==> src/rtl/core/lpr_pkg.sv <==
// Shared types and constants of the LRU page replacement block.
`default_nettype none
package lpr_pkg;
	localparam int MAX_FRAMES = 16;
	localparam int PAGE_BITS  = 16;
	localparam int SLOT_W     = (MAX_FRAMES > 1) ? $clog2(MAX_FRAMES) : 1;
	localparam int CNT_W      = $clog2(MAX_FRAMES + 1);
	localparam int TS_W       = 32;

	typedef logic [PAGE_BITS-1:0] page_t;
	typedef logic [SLOT_W-1:0]    slot_t;
	typedef logic [CNT_W-1:0]     cnt_t;
	typedef logic [TS_W-1:0]      ts_t;
	typedef logic [15:0]          page_fld_t;
	typedef logic [3:0]           slot_fld_t;
	typedef logic [4:0]           cfg_fld_t;

	typedef enum logic [3:0] {
		ST_IDLE   = 4'b0001,
		ST_SCAN   = 4'b0010,
		ST_LAST   = 4'b0100,
		ST_UPDATE = 4'b1000
	} state_t;

	typedef struct packed {
		logic  clear;
		logic  valid;
		slot_t idx;
		cnt_t  limit;
	} scan_ctl_t;

	typedef struct packed {
		logic  hit;
		slot_t hit_slot;
		slot_t best_slot;
		ts_t   best_ts;
		page_t best_page;
	} scan_res_t;
endpackage
`default_nettype wire

==> src/rtl/core/lpr_scan.sv <==
// Frame scan unit: one page compare and one timestamp compare per frame and cycle.
`default_nettype none
module lpr_scan (
	input  logic              clk,
	input  logic              arst_n,
	input  lpr_pkg::scan_ctl_t ctl,
	input  lpr_pkg::page_t    page,
	input  lpr_pkg::page_t    frame_page,
	input  lpr_pkg::ts_t      frame_ts,
	output lpr_pkg::scan_res_t res
);
	logic           hit_q;
	lpr_pkg::slot_t hit_slot_q;
	lpr_pkg::slot_t best_slot_q;
	lpr_pkg::ts_t   best_ts_q;
	lpr_pkg::page_t best_page_q;
	logic in_range;
	logic take_hit;
	logic take_min;

	assign in_range = lpr_pkg::cnt_t'(ctl.idx) < ctl.limit;
	assign take_hit = ctl.valid && in_range && !hit_q && (frame_page == page);
	// A strict compare keeps the lowest slot on equal timestamps.
	assign take_min = ctl.valid && ((ctl.idx == '0) || (frame_ts < best_ts_q));

	always_ff @(posedge clk or negedge arst_n) begin
		if (!arst_n) begin
			hit_q <= 1'b0;
		end else if (ctl.clear) begin
			hit_q <= 1'b0;
		end else if (take_hit) begin
			hit_q <= 1'b1;
		end
	end

	always_ff @(posedge clk) begin
		if (take_hit) begin
			hit_slot_q <= ctl.idx;
		end
		if (take_min) begin
			best_slot_q <= ctl.idx;
			best_ts_q   <= frame_ts;
			best_page_q <= frame_page;
		end
	end

	assign res = {hit_q, hit_slot_q, best_slot_q, best_ts_q, best_page_q};
endmodule
`default_nettype wire

==> src/rtl/core/lru_page_replacement.sv <==
// Top level of the LRU page replacement block with timestamped frames.
// One page reference is taken when start is high and busy is low; busy then stays high while
// the frame store is swept one frame per cycle through a single compare unit, which looks for
// a hit and for the oldest frame in the same pass. The sweep covers the N active frames; then the
// last read drains in the LAST state and the frame store is written in the UPDATE state. The
// result word, registered from the UPDATE state, appears for exactly one cycle
// with done high and cannot be held off by the receiver. The frame count is written through the
// cfg channel, which is always ready, and should be written only right after reset.
`default_nettype none
module lru_page_replacement (
	input  logic                  clk,
	input  logic                  arst_n,
	input  logic                  start,
	output logic                  busy,
	input  lpr_pkg::page_fld_t    page_number,
	input  logic                  cfg_valid,
	output logic                  cfg_ready,
	input  lpr_pkg::cfg_fld_t     cfg_data,
	output logic                  done,
	output logic                  hit,
	output lpr_pkg::slot_fld_t    frame_slot,
	output logic                  evicted_valid,
	output lpr_pkg::page_fld_t    evicted_page,
	output logic [31:0]           fault_total
);
	lpr_pkg::state_t    state_q;
	lpr_pkg::cfg_fld_t  frames_cfg_q;
	lpr_pkg::cnt_t      nfr;
	lpr_pkg::cnt_t      nfr_q;
	lpr_pkg::cnt_t      limit_q;
	lpr_pkg::cnt_t      filled_q;
	lpr_pkg::slot_t     idx_q;
	lpr_pkg::slot_t     last_idx_q;
	lpr_pkg::ts_t       clock_q;
	lpr_pkg::ts_t       fault_q;
	lpr_pkg::page_t     page_q;
	logic               valid_s1;
	lpr_pkg::slot_t     idx_s1;
	lpr_pkg::page_t     page_s1;
	lpr_pkg::ts_t       ts_s1;
	lpr_pkg::page_t     frame_page_mem [lpr_pkg::MAX_FRAMES];
	lpr_pkg::ts_t       frame_ts_mem   [lpr_pkg::MAX_FRAMES];
	lpr_pkg::scan_ctl_t scan_ctl;
	lpr_pkg::scan_res_t scan_res;
	logic               accept;
	logic               upd_fill;
	logic               upd_evict;
	lpr_pkg::slot_t     upd_slot;
	logic               done_q;
	logic               hit_q;
	lpr_pkg::slot_fld_t slot_q;
	logic               ev_valid_q;
	lpr_pkg::page_fld_t ev_page_q;

	assign accept    = start && (state_q == lpr_pkg::ST_IDLE);
	assign busy      = (state_q != lpr_pkg::ST_IDLE);
	assign cfg_ready = 1'b1;

	// A frame count of zero acts as one, and one above the store size as the store size.
	always_comb begin
		if (frames_cfg_q == '0) begin
			nfr = lpr_pkg::cnt_t'(1);
		end else if (int'(frames_cfg_q) > lpr_pkg::MAX_FRAMES) begin
			nfr = lpr_pkg::cnt_t'(lpr_pkg::MAX_FRAMES);
		end else begin
			nfr = lpr_pkg::cnt_t'(frames_cfg_q);
		end
	end

	always_ff @(posedge clk or negedge arst_n) begin
		if (!arst_n) begin
			frames_cfg_q <= lpr_pkg::cfg_fld_t'(16);
		end else if (cfg_valid && cfg_ready) begin
			frames_cfg_q <= cfg_data;
		end
	end

	// Sequencer: sweep the active frames, let the last read drain, then update.
	always_ff @(posedge clk or negedge arst_n) begin
		if (!arst_n) begin
			state_q  <= lpr_pkg::ST_IDLE;
			idx_q    <= '0;
			valid_s1 <= 1'b0;
		end else begin
			valid_s1 <= (state_q == lpr_pkg::ST_SCAN);
			case (state_q)
				lpr_pkg::ST_IDLE: begin
					idx_q <= '0;
					if (accept) begin
						state_q <= lpr_pkg::ST_SCAN;
					end
				end
				lpr_pkg::ST_SCAN: begin
					if (idx_q == last_idx_q) begin
						state_q <= lpr_pkg::ST_LAST;
					end else begin
						idx_q <= idx_q + lpr_pkg::slot_t'(1);
					end
				end
				lpr_pkg::ST_LAST: begin
					state_q <= lpr_pkg::ST_UPDATE;
				end
				lpr_pkg::ST_UPDATE: begin
					state_q <= lpr_pkg::ST_IDLE;
				end
				default: begin
					state_q <= lpr_pkg::ST_IDLE;
				end
			endcase
		end
	end

	always_ff @(posedge clk) begin
		idx_s1 <= idx_q;
		if (accept) begin
			page_q     <= lpr_pkg::page_t'(page_number);
			nfr_q      <= nfr;
			last_idx_q <= lpr_pkg::slot_t'(nfr - lpr_pkg::cnt_t'(1));
			limit_q    <= (filled_q < nfr) ? filled_q : nfr;
		end
	end

	always_comb begin
		upd_slot  = scan_res.best_slot;
		upd_fill  = 1'b0;
		upd_evict = 1'b0;
		if (scan_res.hit) begin
			upd_slot = scan_res.hit_slot;
		end else if (filled_q < nfr_q) begin
			upd_slot = lpr_pkg::slot_t'(filled_q);
			upd_fill = 1'b1;
		end else begin
			upd_evict = 1'b1;
		end
	end

	// Frame store: one read per cycle for the sweep, one write in the update cycle.
	always_ff @(posedge clk) begin
		if (state_q == lpr_pkg::ST_UPDATE) begin
			frame_page_mem[upd_slot] <= page_q;
			frame_ts_mem[upd_slot]   <= clock_q;
		end
		page_s1 <= frame_page_mem[idx_q];
		ts_s1   <= frame_ts_mem[idx_q];
	end

	assign scan_ctl.clear = accept;
	assign scan_ctl.valid = valid_s1;
	assign scan_ctl.idx   = idx_s1;
	assign scan_ctl.limit = limit_q;

	lpr_scan u_scan (
		.clk        (clk),
		.arst_n     (arst_n),
		.ctl        (scan_ctl),
		.page       (page_q),
		.frame_page (page_s1),
		.frame_ts   (ts_s1),
		.res        (scan_res)
	);

	// Use clock and fault count both stop at all ones.
	always_ff @(posedge clk or negedge arst_n) begin
		if (!arst_n) begin
			filled_q <= '0;
			clock_q  <= '0;
			fault_q  <= '0;
			done_q   <= 1'b0;
		end else begin
			done_q <= (state_q == lpr_pkg::ST_UPDATE);
			if (accept && (clock_q != '1)) begin
				clock_q <= clock_q + lpr_pkg::ts_t'(1);
			end
			if (state_q == lpr_pkg::ST_UPDATE) begin
				if (upd_fill) begin
					filled_q <= filled_q + lpr_pkg::cnt_t'(1);
				end
				if (!scan_res.hit && (fault_q != '1)) begin
					fault_q <= fault_q + lpr_pkg::ts_t'(1);
				end
			end
		end
	end

	always_ff @(posedge clk) begin
		if (state_q == lpr_pkg::ST_UPDATE) begin
			hit_q      <= scan_res.hit;
			slot_q     <= lpr_pkg::slot_fld_t'(upd_slot);
			ev_valid_q <= upd_evict;
			ev_page_q  <= upd_evict ? lpr_pkg::page_fld_t'(scan_res.best_page) : '0;
		end
	end

	assign done          = done_q;
	assign hit           = hit_q;
	assign frame_slot    = slot_q;
	assign evicted_valid = ev_valid_q;
	assign evicted_page  = ev_page_q;
	assign fault_total   = fault_q;
endmodule
`default_nettype wire

==> config.mk <==
export PLATFORM = sky130hd
export DESIGN_NAME = lru_page_replacement
export DESIGN_NICKNAME = d
export VERILOG_FILES = /design/src/rtl/core/lpr_pkg.sv /design/src/rtl/core/lpr_scan.sv /design/src/rtl/core/lru_page_replacement.sv
export SDC_FILE = /design/constraint.sdc
export NUM_CORES = 1
export LEC_CHECK = 0
export ABC_AREA = 1
export ABC_CLOCK_PERIOD_IN_PS = 4059
export BUFFER_PORTS_ARGS = -buffer_cell sky130_fd_sc_hd__buf_2
export CORE_AREA = 3 3 385 349
export CTS_BUF_LIST = sky130_fd_sc_hd__clkbuf_4
export CTS_CLUSTER_DIAMETER = 150
export DETAILED_ROUTE_END_ITERATION = 6
export DIE_AREA = 0 0 388 352
export PLACE_DENSITY = 0.57
export SKIP_CTS_REPAIR_TIMING = 1
export SKIP_LAST_GASP = 1
export SYNTH_ARGS = -nofsm -noshare
export SYNTH_HDL_FRONTEND = slang
export SYNTH_SLANG_ARGS = --single-unit
==> constraint.sdc <==
create_clock -name clk -period 4.06 [get_ports clk]
set_input_delay 0 -clock clk [delete_from_list [all_inputs] [get_ports clk]]
set_output_delay 0 -clock clk [all_outputs]
set_load 0.01 [all_outputs]
Yosys cells after proc, flatten, opt, wreduce, memory -nomap -nowiden
Memory sizes are Yosys's and may differ from the RTL's. A register that Yosys moved wholly into a read port is not among the register bits.
Index checks and enable logic that the tools add are counted.
{"block": "classes", "addsub": 5, "magnitude_cmp": 5, "eq_ne": 12, "muxes": 18, "reduce_logical": 17}
{"op": "32-bit by 1-bit adder with 32-bit output, second input constant", "n": 2}
{"op": "32-bit != test, second input constant", "n": 2}
{"op": "32-bit less-than comparator", "n": 1}
{"op": "4-bit 2-to-1 mux", "n": 5}
{"op": "16-bit equality test", "n": 1}
{"op": "5-bit 2-to-1 mux", "n": 3}
{"op": "4-bit case mux with 3 select lines", "n": 1}
{"op": "5-bit less-than comparator", "n": 2}
{"op": "1-bit 2-to-1 mux", "n": 8}
{"op": "4-bit case mux with 2 select lines", "n": 1}
{"op": "2-bit AND reduction", "n": 4}
{"op": "1-bit logical AND", "n": 7}
{"op": "5-bit by 1-bit adder with 5-bit output, second input constant", "n": 1}
{"op": "5-bit > comparator, second input constant", "n": 1}
{"op": "5-bit logical NOT", "n": 1}
{"op": "4-bit by 5-bit less-than comparator with 1-bit output", "n": 1}
{"op": "4-bit by 1-bit adder with 4-bit output, second input constant", "n": 1}
{"op": "4-bit by 1-bit equality test with 1-bit output, second input constant", "n": 1}
{"op": "4-bit by 2-bit equality test with 1-bit output, second input constant", "n": 1}
{"op": "4-bit by 3-bit equality test with 1-bit output, second input constant", "n": 1}
{"op": "4-bit equality test", "n": 1}
{"op": "4-bit equality test, second input constant", "n": 1}
{"op": "4-bit logical NOT", "n": 1}
{"op": "2-bit != test, second input constant", "n": 2}
{"op": "6 further kinds", "n": 7}
{"block": "word_totals", "regBits": 197, "mem_bits_rw": 768, "in_bits": 25, "out_inout_bits": 57, "mem_count": 2}
{"memory": "frame_ts_mem", "depth": 16, "word_bits": 32, "rd": 1, "rd_ports_with_merged_regs": 1, "write_ports": 1, "line": "lru_page_replacement.sv:42", "rtl": "lpr_pkg::ts_t frame_ts_mem [lpr_pkg::MAX_FRAMES];"}
{"memory": "frame_page_mem", "depth": 16, "word_bits": 16, "rd": 1, "rd_ports_with_merged_regs": 1, "write_ports": 1, "line": "lru_page_replacement.sv:41", "rtl": "lpr_pkg::page_t frame_page_mem [lpr_pkg::MAX_FRAMES];"}

Longest topological paths before layout
Gate-level depths: netlist of run 1.
{"block": "logic_depth", "word_depth": 6, "depth_mapped": 14, "mapped_depth_nobuf": 14}

Cells and area by module
Synthesis of run 1 repeated with hierarchy kept, for this count alone.
{"block": "hier_totals", "hier_cells": 3544, "area_unflattened_um2": 41401.0}
{"mod": "lru_page_replacement", "instances": 1, "cells_per_inst": 3245, "area_each_um2": 38329.3}
{"mod": "lpr_scan", "instances": 1, "cells_per_inst": 299, "area_each_um2": 3071.7}

Least setup slack after synthesis of run 1
No wires, ideal clock.
{"block": "synth_timing", "path_kind": "reg2reg", "startpoint": "register u_scan.best_ts_q[21]", "endpoint": "register u_scan.best_page_q[0], enable pin", "setup_time_ns": 0.479, "t_arrival_ns": 3.636, "required_time_ns": 3.581, "slack_ns": -0.055, "path_stages_with_launch": 10, "path_buffers": 0, "period_less_slack_ns": 4.115, "path_cell_list": "edfxtp_1 > inv_1 > ha_1 > a21oi_1 > nor2_1 > nor3_1 > a21oi_1 > nor2_1 > nand2_1 > a21oi_1"}
{"block": "synth_between", "elab_chain_cells": 3}
{"item": "start, declared", "line": "lpr_scan.sv:15", "rtl": "lpr_pkg::ts_t best_ts_q;"}
{"item": "start signal, assigned", "line": "lpr_scan.sv:42", "rtl": "best_ts_q <= frame_ts;"}
{"item": "32-bit less-than comparator", "line": "lpr_scan.sv:24", "rtl": "assign take_min = ctl.valid && ((ctl.idx == '0) || (frame_ts < best_ts_q));"}
{"item": "1-bit logical OR", "line": "lpr_scan.sv:24"}
{"item": "1-bit logical AND", "line": "lpr_scan.sv:24"}
{"item": "via u_scan.take_min", "line": "lpr_scan.sv:19", "rtl": "logic take_min;"}
{"item": "end signal, assigned", "line": "lpr_scan.sv:43", "rtl": "best_page_q <= frame_page;"}
{"item": "end, declared", "line": "lpr_scan.sv:16", "rtl": "lpr_pkg::page_t best_page_q;"}
The timed path passes the listed nets, and every way through them passes these cells.
A chain may end at the register's enable or synchronous reset.

Final worst setup path of run 1
{"block": "layout_timing", "startpoint": "register filled_q[3]", "endpoint": "memory frame_ts_mem[9][19] in the netlist's numbering, enable pin"}
{"block": "layout_between", "elab_chain_cells": 3}
{"item": "start, declared", "line": "lru_page_replacement.sv:31", "rtl": "lpr_pkg::cnt_t filled_q;"}
{"item": "start signal, assigned", "line": "lru_page_replacement.sv:176", "rtl": "filled_q <= filled_q + lpr_pkg::cnt_t'(1);"}
{"item": "5-bit less-than comparator", "line": "lru_page_replacement.sv:129", "rtl": "end else if (filled_q < nfr_q) begin"}
{"item": "4-bit 2-to-1 mux *", "line": "lru_page_replacement.sv:129"}
{"item": "4-bit 2-to-1 mux *", "line": "lru_page_replacement.sv:127", "rtl": "if (scan_res.hit) begin"}
{"item": "end, declared", "line": "lru_page_replacement.sv:42"}
Every way passes the cells marked *; elsewhere a longest branch is shown, timed or not.

==> impl_metrics.toml, run 1 <==
[detailed_routing]
drc_errors = 0
wl_per_cell_um = 19.1
post_drt_via_cell_ratio = 4.83
final_antenna_net_count = 0
via_count = 26400
drt_pass1_iterations = 5
initialDrtViolationCount = 2117
drt_wl_total_um = 105000

[synthesis]
post_synth_num_cell_types = 51
synth_area_leader_cell = "edfxtp_1"
ys_seq_area_share_pct = 72.9
synthAdderAreaFrac_pct = 1.45
yosysWarnings = 0
synthTopCellsByArea = "edfxtp_1, dfrtp_1, nand2_1"
synthCells = 3217
yosysTopAreaCellShare_pct = 65.1
synth_top_family_by_area = "simple AND/OR/NAND/NOR gates"
synth_compound_area_share_pct = 8.59
yosys.area_share.simple_pct = 12.2
syn_avg_cell_area_sq_um = 12.6
syn-num-nets = 3289
synth_xor_area_share_pct = 1.34
ys_ff_latch = 1013
synth_mux_area_share_pct = 0.0279
synth_area_sq_mm = 0.0404
postSynth.asyncResetShare_pct = 8.39
synth_ff_type = "edfxtp_1"
synth-edff-count = 876

[worst_setup_path]
crit_arrival_ps = 4170
cp-start-kind = "flip-flop"
crit_chain = "ha_1 > nand2_1 > inv_1 > nand2_1 > and2_1 > nand2_1 > nand2_2 > inv_2 > nand2_1 > nand2_1 > nor2_1 > nand2_1 > nor2_4 > buf_12"
critPathTopFamily = "simple AND/OR/NAND/NOR gates"
crit_slowest_cell = "nor2_4"
required_ps = 4820
critical_path.max_stage_delay_ps = 610
crit_type = "reg -> reg"
path_max_fanout = 19
timing.critical_path.buf_inv = 3
cp-end-kind = "flip-flop"
cp_common_cell = "nand2_1"

[cells_and_area]
drive_gt1_share_pct = 17.3
seq_area_sq_mm = 0.0295
fill_cells = 12700
final_common_cell = "edfxtp_1"
design_area_sq_mm = 0.0471
multi_input_area_sq_mm = 0.00967
final_util_pct = 36.1
final_cell_mix = "edfxtp_1, nand2_1, clkbuf_4"
syn2layout_area_growth_pct = 16.6
nets = 3622

[global_route]
antenna_found_initial = 2
grt.overflow.total = 0
grt_max_degree = 195
grt_pass1_wl_um = 159000
grt_pass1_vias = 25900
grt_util_all_layers_pct = 15.0

[timing]
setup-violations-final = 0
hold_viol_final = 0
drv_slew = 0
tightest_slew_ps = 1070
fmax_ghz = 0.293
fin_ws_ps = 648
max_slew_margin_pct = 29.0
timing.hold.ws_ps = 42.5
fin_skew_ps = 70.0
post-route-period-util_pct = 84.0
fin_crit_ps = 3410
finalSetupTns_ps = 0
rsz0062_at_grt = "false"

[floorplanning]
num_io_pins = 82
core_area_sq_mm = 0.131
rows = 126
fp.dieH_um = 352
start_util_pct = 30.9
die_x_um = 388
design.die.area_sq_mm = 0.137

[power_and_ir_drop]
power.density_mw_per_mm2 = 547
p_leak_nw = 17.4
ir_drop_uv = 515

[place]
placed_cell_area_sq_mm = 0.0432
dp_hpwl_um = 58400
gp_congestion = 0.843
post-place-ws_ps = 735
place.port_buffers = 80

[clock_network]
clk_pin_slew_ps = 60
cts_tree = "built"
clock_latency_ps = 1130
cts_max_level = 5
cts_root_buffer = "clkbuf_4"
cts.sink_count = 1013
cts.path.max_buffers = 4
numCtsBuffers = 279

[run_status]
outcome = "finished clean"

[hold_path]
hp-class = "in -> async"

[job]
max_cap_viol_count = 0
[through the flow]
| stage | power (W) | instances |
|---|---|---|
| after floorplan | 0.0155 | 3217 |
| after global placement | 0.0172 | 4939 |
| after detailed placement | 0.0173 | 4939 |
| after CTS | 0.0260 | 5398 |
| after global routing | 0.0272 | 5458 |
| final | 0.0258 | 5458 |
[tightest hold or removal path, stage by stage]
cell and delay, ps:
dlygate4sd3_1 510, dlygate4sd3_1 540, buf_4 200, buf_16 300
[area by class of cell]
type / count / area share, %
clock buffers: 397 / 6.33
clock inverters: 62 / 0.669
multi-input cells: 1871 / 20.5
diodes: 2 / 0.0106
well taps: 1728 / 4.59
flip-flops and latches: 1013 / 62.6
repair buffers: 214 / 3.89
inverters: 171 / 1.39
[logic make-up after synthesis]
family	after synthesis
AND/OR/NAND/NOR	1165
flip-flops	1013
AO/OA/AOI/OAI	595
buffers and inverters	333
XOR/XNOR	62
adder cells (fa/ha/maj)	47
other	1
multiplexers	1
[metal layers]
metal,wire length (um),vias to the layer above,global-route usage (%)
met3,5640,150,2.55
met1,49000,13000,21.3
met4,1980,0,5.37
li1,-,12400,-
met5,0,-,0
met2,47800,809,23.2
[sequential cells by signal, summed over array words and instances (netlist names), 5 cells and up]
name                count
frame_ts_mem          512
frame_page_mem        256
clock_q                32
fault_total            32
ts_s1                  32
u_scan.best_ts_q       32
evicted_page           16
page_q                 16
page_s1                16
u_scan.best_page_q     16
filled_q                5
frames_cfg_q            5
limit_q                 5
nfr_q                   5
[final timing paths]
| path | cells after the start | endpoint | start | slack, ps |
|---|---|---|---|---|
| min | 4 | fault_total[7] | arst_n | 40 |
| max in group asynchronous | 4 | idx_q[0] | arst_n | 3520 |
| max | 14 | frame_ts_mem[9][19] | filled_q[3] | 650 |
| min reg2reg | 0 | u_scan.best_page_q[9] | page_s1[9] | 430 |
| min in group clk | 3 | page_q[8] | page_number[8] | 140 |
| max reg2reg | 14 | frame_ts_mem[9][19] | filled_q[3] | 650 |
[synth_stat cells, types with 14 or more instances]
cell and count:
nor3_1 34, dfrtp_1 83, xnor2_1 14, nand4_1 58
a221oi_1 57, nand2_1 552, dfxtp_1 52, ha_1 47
buf_2 63, o21ai_0 256, o22ai_1 59, nand3_1 131
clkbuf_1 75, o21ai_1 32, inv_1 160, xor2_1 48
a21oi_1 136, edfxtp_1 876, nor2_1 348, o221ai_1 33
[report_power, final]
part           total, W  switching [W]  leakage [nW]  internal [W]
registers        0.0127       0.000540          9.87        0.0122
logic           0.00434        0.00313          5.58       0.00121
clock network   0.00870        0.00404          1.99       0.00466
total            0.0258        0.00772          17.4        0.0181
Power figures use the tool's default switching activity.
==> run 2: changes to the inputs <==
- ABC_AREA: 1 -> 0
- ABC_CLOCK_PERIOD_IN_PS: 4059 -> 2900
- CORE_AREA: 3 3 385 349 -> 3 3 380 344
- DIE_AREA: 0 0 388 352 -> 0 0 383 347
- clock period: 4.06 -> 2.9 ns (I/O delays scaled with it)
==> impl_metrics.toml, run 2 <==
[cells_and_area]
top_regs = "frame_ts_mem x512, frame_page_mem x256"
fill_cells = 11700
syn2layout_area_growth_pct = 21.2
final_common_cell = "edfxtp_1"
final_cell_mix = "edfxtp_1, clkbuf_4, mux2i_1"
instances_no_fill = 4584
final_util_pct = 37.5
nets = 2744
drive_gt1_share_pct = 30.7
largest_reg_flops = 512
top_register = "frame_ts_mem"

[synthesis]
syn_avg_cell_area_sq_um = 17.8
post-synth-top-count-cell = "edfxtp_1"
ys_seq_area_share_pct = 74.9
synthCells = 2213
post_synth_num_cell_types = 65
synthTopCellsByCount = "edfxtp_1, mux2i_1, nand2_1, o21ai_0, mux4_2"
synth-edff-count = 876
synthTopCellsByArea = "edfxtp_1, mux4_2, dfrtp_1"
synth_area_sq_mm = 0.0393
yosysWarnings = 0
postSynth.asyncResetShare_pct = 8.39
ys_ff_latch = 1013
synth_area_leader_cell = "edfxtp_1"
yosysTopAreaCellShare_pct = 66.9
synth_ff_type = "edfxtp_1"
syn-num-nets = 2285

[worst_setup_path]
crit_arrival_ps = 3610
cp-end-kind = "flip-flop"
cp.depth = 9
crit_slowest_cell = "or2_2"
timing.critical_path.buf_inv = 2
crit_type = "reg -> reg"
critical_path.max_stage_delay_ps = 420
required_ps = 3650
cp_common_cell = "buf_12"
crit_chain = "ha_1 > a21o_1 > a31oi_2 > o21a_2 > o211ai_1 > or2_2 > nor2_4 > buf_12 > buf_12"
critPathTopFamily = "compound AO/OA/AOI/OAI gates"
rrSetupSlack_ps = 50
r2r-end = "frame_ts_mem[8][26]"
path_max_fanout = 16
worstRegToRegCells = 9
r2r_start = "filled_q[2]"
cp-start-kind = "flip-flop"

[floorplanning]
rows = 124
die_x_um = 383
design.die.area_sq_mm = 0.133
num_io_pins = 82
start_util_pct = 31.0
core_area_sq_mm = 0.127
fp.dieH_um = 347

[place]
dp_cells = 4047
place.port_buffers = 80
post-place-ws_ps = -147
dp_hpwl_um = 58800
gp_congestion = 0.814

[clock_network]
cts.sink_count = 1013
clock_latency_ps = 1130
cts.path.max_buffers = 3
cts_max_level = 4
numCtsBuffers = 241
cts_root_buffer = "clkbuf_4"
clk_pin_slew_ps = 70
cts_tree = "built"

[timing]
fin_ws_ps = 45.1
drv_slew = 0
tightest_slew_ps = 936
fmax_ghz = 0.350
setup-violations-final = 0
hold_viol_final = 0
max_slew_margin_pct = 37.6
post-route-period-util_pct = 98.4
timing.hold.ws_ps = 78.5
fin_crit_ps = 2850
rsz0062_at_grt = "true"
finalSetupTns_ps = 0
fin_skew_ps = 75.1

[hold_path]
whs_endpoint = "u_scan.hit_q"
worstHoldPathCells = 5
hp-class = "in -> reg"
min-delay-start = "start"

[power_and_ir_drop]
ir_drop_uv = 390
power.density_mw_per_mm2 = 726
p_leak_nw = 16.4

[global_route]
grt_pass1_vias = 22500
antenna_found_initial = 9
grt_util_all_layers_pct = 14.6
grt_max_degree = 72
grt_pass1_wl_um = 145000
grt.overflow.total = 0

[detailed_routing]
wl_per_cell_um = 22.4
drt_pass1_iterations = 6
drc_errors = 0
initialDrtViolationCount = 1985
drt_wl_total_um = 103000
via_count = 22200
final_antenna_net_count = 0
post_drt_via_cell_ratio = 4.85

[job]
max_cap_viol_count = 0

[run_status]
outcome = "finished clean"
## run 2: cell types whose count changed in the layout (fill, tap and decap cells not counted), sizes merged, moves of 59 or more
cell and change:
o21ai -189, nand3 -110, inv -115, nor2 -301, nand2 -451, mux4 +96
buf +86, a21oi -77, o22ai -59, mux2i +149, mux2 +59
## run 2: report_power, final
part           internal, W  switching (W)
Sequential          0.0166       0.000391
Clock              0.00665        0.00561
Combinational      0.00241        0.00298
## run 2: routing by layer
| layer | vias up | GRT usage, % | share of wire, % |
|---|---|---|---|
| met5 | - | 0 | 0.013 |
| met3 | 139 | 3.21 | 7.8 |
| met1 | 11300 | 20.1 | 44 |
| met4 | 2 | 5.57 | 2.1 |
| met2 | 911 | 22.6 | 46 |
| li1 | 9853 | - | - |
## run 2: stage by stage
| step | power, W | cell area [sq um] |
|---|---|---|
| finish | 0.0346 | 47700 |
| floorplan | 0.0206 | 39500 |
| global placement | 0.0225 | 43100 |
| detailed placement | 0.0225 | 43100 |
| global route | 0.0363 | 47700 |
| CTS | 0.0349 | 46500 |
## run 2: worst max path at each step
stage,startpoint,end,slack (ps)
6_report,filled_q[2],frame_ts_mem[8][26],50
3_5_place_dp,nfr_q[2],frame_ts_mem[4][11],-150
5_1_grt,filled_q[2],frame_ts_mem[0][2],-90
4_1_cts,nfr_q[2],frame_ts_mem[4][12],-180
3_3_place_gp,nfr_q[2],frame_ts_mem[4][9],-120
2_1_floorplan,state_q[1],frame_page_mem[6][0],-370
## run 2: tightest hold or removal path, delay by kind of cell
| kind | cells | cell delay, ps |
|---|---|---|
| buf+inv | 3 | 880 |
| simple gates | 1 | 160 |
| compound gates | 1 | 110 |
## run 2: cell type report
class	count	area, sq um	share of cell area, %
Sequential cell	1013	29500	61.8
Multi-Input combinational cell	1045	9400	19.7
Timing Repair Buffer	311	3090	6.47
Clock buffer	402	3020	6.33
Tap cell	1701	2130	4.46
Clock inverter	49	333	0.698
Inverter	60	225	0.472
Antenna cell	3	7.51	0.0157
## run 2: cell families (layout without fill, tap and decap cells)
kind of cell,count (synthesis),count (layout),share of synthesized area [%]
adders and majority gates,47,47,1.50
and+or+nand+nor,305,305,4.02
xor gates and xnor gates,88,88,1.96
muxes,305,305,11.0
DFF,1013,1013,74.9
buffers and inverters,155,822,1.65
AOI/OAI and AO/OA,299,299,4.90
other,1,4,0.00953
